$ cat config.mk
export PLATFORM = sky130hd
export DESIGN_NAME = fbpa_ctrl
export DESIGN_NICKNAME = d
export VERILOG_FILES = /design/src/sv/fbpa_pkg.sv /design/src/sv/fbpa_ctrl.sv
export SDC_FILE = /design/constraint.sdc
export NUM_CORES = 1
export LEC_CHECK = 0
export BUFFER_PORTS_ARGS = -buffer_cell sky130_fd_sc_hd__buf_2
export CAP_MARGIN = 40
export CORE_AREA = 2 2 39 41
export DETAILED_ROUTE_END_ITERATION = 6
export DIE_AREA = 0 0 41 43
export RECOVER_POWER = 100
export SLEW_MARGIN = 20
export SYNTH_ARGS = -nofsm -noshare
export SYNTH_HDL_FRONTEND = slang
export SYNTH_SLANG_ARGS = --single-unit
$ cat constraint.sdc
create_clock -name aclk -period 1.3 [get_ports aclk]
set_input_delay 0.195 -clock aclk [delete_from_list [all_inputs] [get_ports aclk]]
set_output_delay 0.195 -clock aclk [all_outputs]
set_load 0.02 [all_outputs]
$ cat src/sv/fbpa_pkg.sv
// Shared constants, codes and controller/datapath interface types for the pool allocator.
package fbpa_pkg;

    localparam int DEF_POOL_SLOTS      = 8;
    localparam int DEF_BLOCKS_PER_POOL = 256;

    localparam int OPCODE_W   = 3;
    localparam int POOL_NUM_W = 4;
    localparam int SIZE_W     = 16;
    localparam int COUNT_W    = 16;
    localparam int BLOCK_W    = 8;
    localparam int STATUS_W   = 2;
    localparam int CREATED_W  = 3;
    localparam int OFFSET_W   = 24;
    localparam int RND_SIZE_W = 17;

    localparam int S_TDATA_W = 48;
    localparam int S_TUSER_W = OPCODE_W + 1;
    localparam int M_TDATA_W = 72;
    localparam int M_TUSER_W = STATUS_W;
    localparam int M_PAD_W   = M_TDATA_W - (CREATED_W + BLOCK_W + OFFSET_W + 2 * COUNT_W);

    // block sizes are rounded up to a multiple of eight bytes
    localparam logic [RND_SIZE_W-1:0] ALIGN_ADD = RND_SIZE_W'(7);

    localparam logic [OPCODE_W-1:0] OP_CREATE = 3'd0;
    localparam logic [OPCODE_W-1:0] OP_DELETE = 3'd1;
    localparam logic [OPCODE_W-1:0] OP_ALLOC  = 3'd2;
    localparam logic [OPCODE_W-1:0] OP_FREE   = 3'd3;
    localparam logic [OPCODE_W-1:0] OP_QUERY  = 3'd4;

    localparam logic [STATUS_W-1:0] ST_OK          = 2'd0;
    localparam logic [STATUS_W-1:0] ST_BAD_PARAM   = 2'd1;
    localparam logic [STATUS_W-1:0] ST_NO_RESOURCE = 2'd2;
    localparam logic [STATUS_W-1:0] ST_NO_POOL     = 2'd3;

    typedef struct packed {
        logic load_in;
        logic exec_done;
        logic create_init;
        logic fill_step;
        logic pop;
        logic resp_load;
    } dp_cmd_t;

    typedef struct packed {
        logic create_go;
        logic alloc_go;
        logic fill_last;
        logic out_free;
    } dp_sts_t;

endpackage

$ cat src/sv/fbpa_ctrl.sv
// Controller state machine sequencing create, alloc and the commands finished in the execute state.
module fbpa_ctrl
    import fbpa_pkg::*;
(
    input  logic    aclk,
    input  logic    aresetn,
    input  logic    s_tvalid,
    output logic    s_tready,
    input  dp_sts_t sts,
    output dp_cmd_t cmd
);

    typedef enum logic [4:0] {
        ST_IDLE = 5'b00001,
        ST_EXEC = 5'b00010,
        ST_FILL = 5'b00100,
        ST_READ = 5'b01000,
        ST_RESP = 5'b10000
    } state_t;

    state_t state_reg, state_next;

    always_comb begin
        state_next = state_reg;
        cmd        = '0;
        s_tready   = 1'b0;
        unique case (state_reg)
            ST_IDLE: begin
                s_tready = 1'b1;
                if (s_tvalid) begin
                    cmd.load_in = 1'b1;
                    state_next  = ST_EXEC;
                end
            end
            ST_EXEC: begin
                if (sts.create_go) begin
                    cmd.create_init = 1'b1;
                    state_next      = ST_FILL;
                end else if (sts.alloc_go) begin
                    // link read is issued this cycle
                    state_next = ST_READ;
                end else if (sts.out_free) begin
                    cmd.exec_done = 1'b1;
                    state_next    = ST_IDLE;
                end
            end
            ST_FILL: begin
                cmd.fill_step = 1'b1;
                if (sts.fill_last) begin
                    state_next = ST_RESP;
                end
            end
            ST_READ: begin
                if (sts.out_free) begin
                    cmd.pop    = 1'b1;
                    state_next = ST_IDLE;
                end
            end
            ST_RESP: begin
                if (sts.out_free) begin
                    cmd.resp_load = 1'b1;
                    state_next    = ST_IDLE;
                end
            end
            default: begin
                state_next = ST_IDLE;
            end
        endcase
    end

    always_ff @(posedge aclk) begin
        if (!aresetn) begin
            state_reg <= ST_IDLE;
        end else begin
            state_reg <= state_next;
        end
    end

endmodule

==> flow_summary_export.csv <==
group,metric,value,unit
global_route,grt_pass1_wl,1.89,mm
route,drc,0,
sta,layout_min_cycle_time,1.62,ns
sta,setup_viol,11,
logic_synthesis,synthesis.area,375,um^2
global_route,grt_usage,15.9,%
logic_synthesis,yosys_warnings,0,
logic_synthesis,syn_avg_cell_area,8.34,um^2
placement,port_buffers,13,
clock_tree,root_buffer,"clkbuf_4",
sta,rsz0062_at_grt,"yes",
power,power_leakage,0.321,nW
global_route,grt.overflow.total,0,
floorplan,ios,14,
worst_setup_path,crit_type,"reg -> out",
global_route,grt_max_degree,8,
hold_path,hp-start,"aresetn",
logic_synthesis,synth_cell_types,24,
worst_setup_path,startpoint_type,"flop",
sta,layout_setup_ws,-0.321,ns
worst_setup_path,cp_top_family,"simple AND/OR/NAND/NOR gates",
global_route,grt_pass1_vias,468,
logic_synthesis,synth_edf_count,0,
outcome,status,"finished with violations",
sta,hold_viol,0,
flow_run,drv_cap,0,
worst_setup_path,r2r_start,"state_reg[2]",
outcome,violations,"setup timing",
route,wl_per_cell,13.0,um
route,drt-pass1-iter-count,2,
floorplan,fp.coreArea,1380,um^2
logic_synthesis,synth_top_area_share,26.7,%
sta,relSlewSlack,75.3,%
worst_setup_path,r2r_setup_slack,-0.20,ns
worst_setup_path,r2r-end,"state_reg[2]",
logic_synthesis,yosysSeqAreaShare,26.7,%
route,drt_iter0_drc,4,
floorplan,start_util,27.1,%
logic_synthesis,synth.area.top_cells,"dfxtp_1 27%, nand2b_1 6.7%, nor2_1 6.0%",
final_layout,area_delta_synth_final,105,%
route,drt-total-wl,1.22,mm
floorplan,fp.dieW,41,um
worst_setup_path,cp_num_buf_inv,1,
global_route,antenna_found_initial,0,
placement,dpl_worst_slack,-0.100,ns
worst_setup_path,cp.depth,4,
final_layout,largest_register_ffs,5,
worst_setup_path,reg2reg_depth,7,
hold_path,hp-class,"in -> reg",
clock_tree,cts_max_path_buffers,2,
logic_synthesis,syn_nets,52,
worst_setup_path,cp_cell_sequence,"or3_4 -> or2_4 -> nor2_4 -> buf_6",
final_layout,drive_above_1_share,69.2,%
power,power_density,661,nW/um^2
worst_setup_path,cpPeakStageDelay,0.38,ns
logic_synthesis,synth_cells,45,
logic_synthesis,ys.flop_type,"dfxtp_1",
worst_setup_path,crit_fanout,2,
clock_tree,cts_made_buffers,3,
clock_tree,clk_pin_slew,0.04,ns
clock_tree,h-tree-depth,1,
sta,period_share,125,%
logic_synthesis,yosysMostFrequentCell,"nor2_1",
sta,max_freq,0.617,GHz
worst_setup_path,endpoint_kind,"output port",
clock_tree,cts_sinks,5,
final_layout,antennaDiodeCount,0,
logic_synthesis,synth_top_area_cell,"dfxtp_1",
sta,drv_slew,0,
placement,hpwlAfterDp,723,um
power,ir_drop,375,uV
logic_synthesis,synth_seq_cells,5,
logic_synthesis,synthArstFlopShare,0,%
sta,worst_pin_slew,0.367,ns
sta,clock-skew-final,0.00173,ns
route,vias_per_cell,4.98,
floorplan,num_rows,14,
worst_setup_path,required,1.11,ns
clock_tree,cts_tree,"yes",
route,ant_nets,0,
placement,gp_congestion,0.752,
placement,placedCellCount,80,
worst_setup_path,crit_arrival,1.43,ns
worst_setup_path,cp_slowest_cell,"or3_4",
final_layout,fin_cells,94,
final_layout,final_nets,86,
logic_synthesis,yosys-top-cells-count,"6 x nor2_1, 5 x dfxtp_1, 4 x nand2b_1",
hold_path,hold_depth,2,
hold_path,hold-path-endpoint,"state_reg[0]",
route,num_vias,468,
floorplan,dieHeight,43,um
floorplan,die_area,1760,um^2
clock_tree,clk_latency,0.24,ns
cell families after synthesis:
kind of cell / Yosys count / synth area share, %
AOI/OAI and AO/OA: 9 / 17.3
xor gates and xnor gates: 1 / 2.33
buffers and inverters: 3 / 5.00
DFF: 5 / 26.7
and+or+nand+nor: 27 / 48.7
cells in the final DEF, fill, tap and decap left out, types with 2 or more instances in the layout:
cell type and instances:
inv_1 2, o21a_1 2, a21oi_1 2, nand2b_1 2, nor2b_1 3, dfxtp_2 4, and3_4 2, clkbuf_4 3
buf_4 12, nor2_4 4, nor4_4 2, nand2b_4 2, buf_6 11, buf_2 6
worst register-to-register path: cells and delay by family, from the launching register on:
kind | cells | cell delay [ns]
buffers and inverters | 3 | 0.29
AND/OR/NAND/NOR | 3 | 0.76
AO/OA/AOI/OAI | 1 | 0.10
flip-flops | 1 | 0.31
worst max-delay path by stage:
stage	endpoint	from
CTS	cmd[3]	state_reg[2]
global route	cmd[3]	state_reg[2]
global placement	cmd[3]	state_reg[2]
floorplan	state_reg[1]	state_reg[3]
finish	cmd[3]	state_reg[2]
detailed placement	cmd[3]	state_reg[2]
per-stage QoR:
step | utilization [%] | instance area (um^2) | TNS [ns] | total power, mW | hold slack (ns)
after global placement | 37.7 | 522 | -0.288 | 0.263 | 0.468
after CTS | 51.1 | 707 | -1.79 | 0.498 | 0.198
after detailed placement | 37.7 | 522 | -0.371 | 0.263 | 0.462
after global routing | 55.7 | 771 | -2.17 | 0.534 | 0.226
final | 55.7 | 771 | -1.67 | 0.510 | 0.209
after floorplan | - | 383 | -0.575 | 0.223 | 0.286
report_power, final:
| part | switching, mW | internal, mW | total (mW) | leakage, nW |
|---|---|---|---|---|
| Combinational | 0.0731 | 0.0936 | 0.167 | 0.265 |
| Clock | 0.0583 | 0.116 | 0.174 | 0.0150 |
| Sequential | 0.00770 | 0.161 | 0.169 | 0.0418 |
| Total | 0.139 | 0.371 | 0.510 | 0.321 |
what timing repair did:
action	in CTS	in global routing
endpoints found under the hold margin	0	0
hold buffers	0	0
resized for setup	30	9
gates cloned	0	0
pin swaps	7	7
endpoints found under the setup margin	11	12
buffers inserted	7	3
layout make-up:
cell class	count	area [um^2]
Multi-Input combinational cell	37	348
Inverter	2	7.51
Tap cell	16	20.0
Sequential cell	5	105
Clock buffer	4	26.3
Timing Repair Buffer	30	264
Fill cell	124	613
layer usage:
layer	track usage, %	part of all wire (%)	vias up
li1	-	-	231
met1	17.7	38	222
met2	27.5	56	13
met3	1.57	4.6	2
met4	8.00	1.5	0
met5	0	0	-
Power figures use the tool's default switching activity.
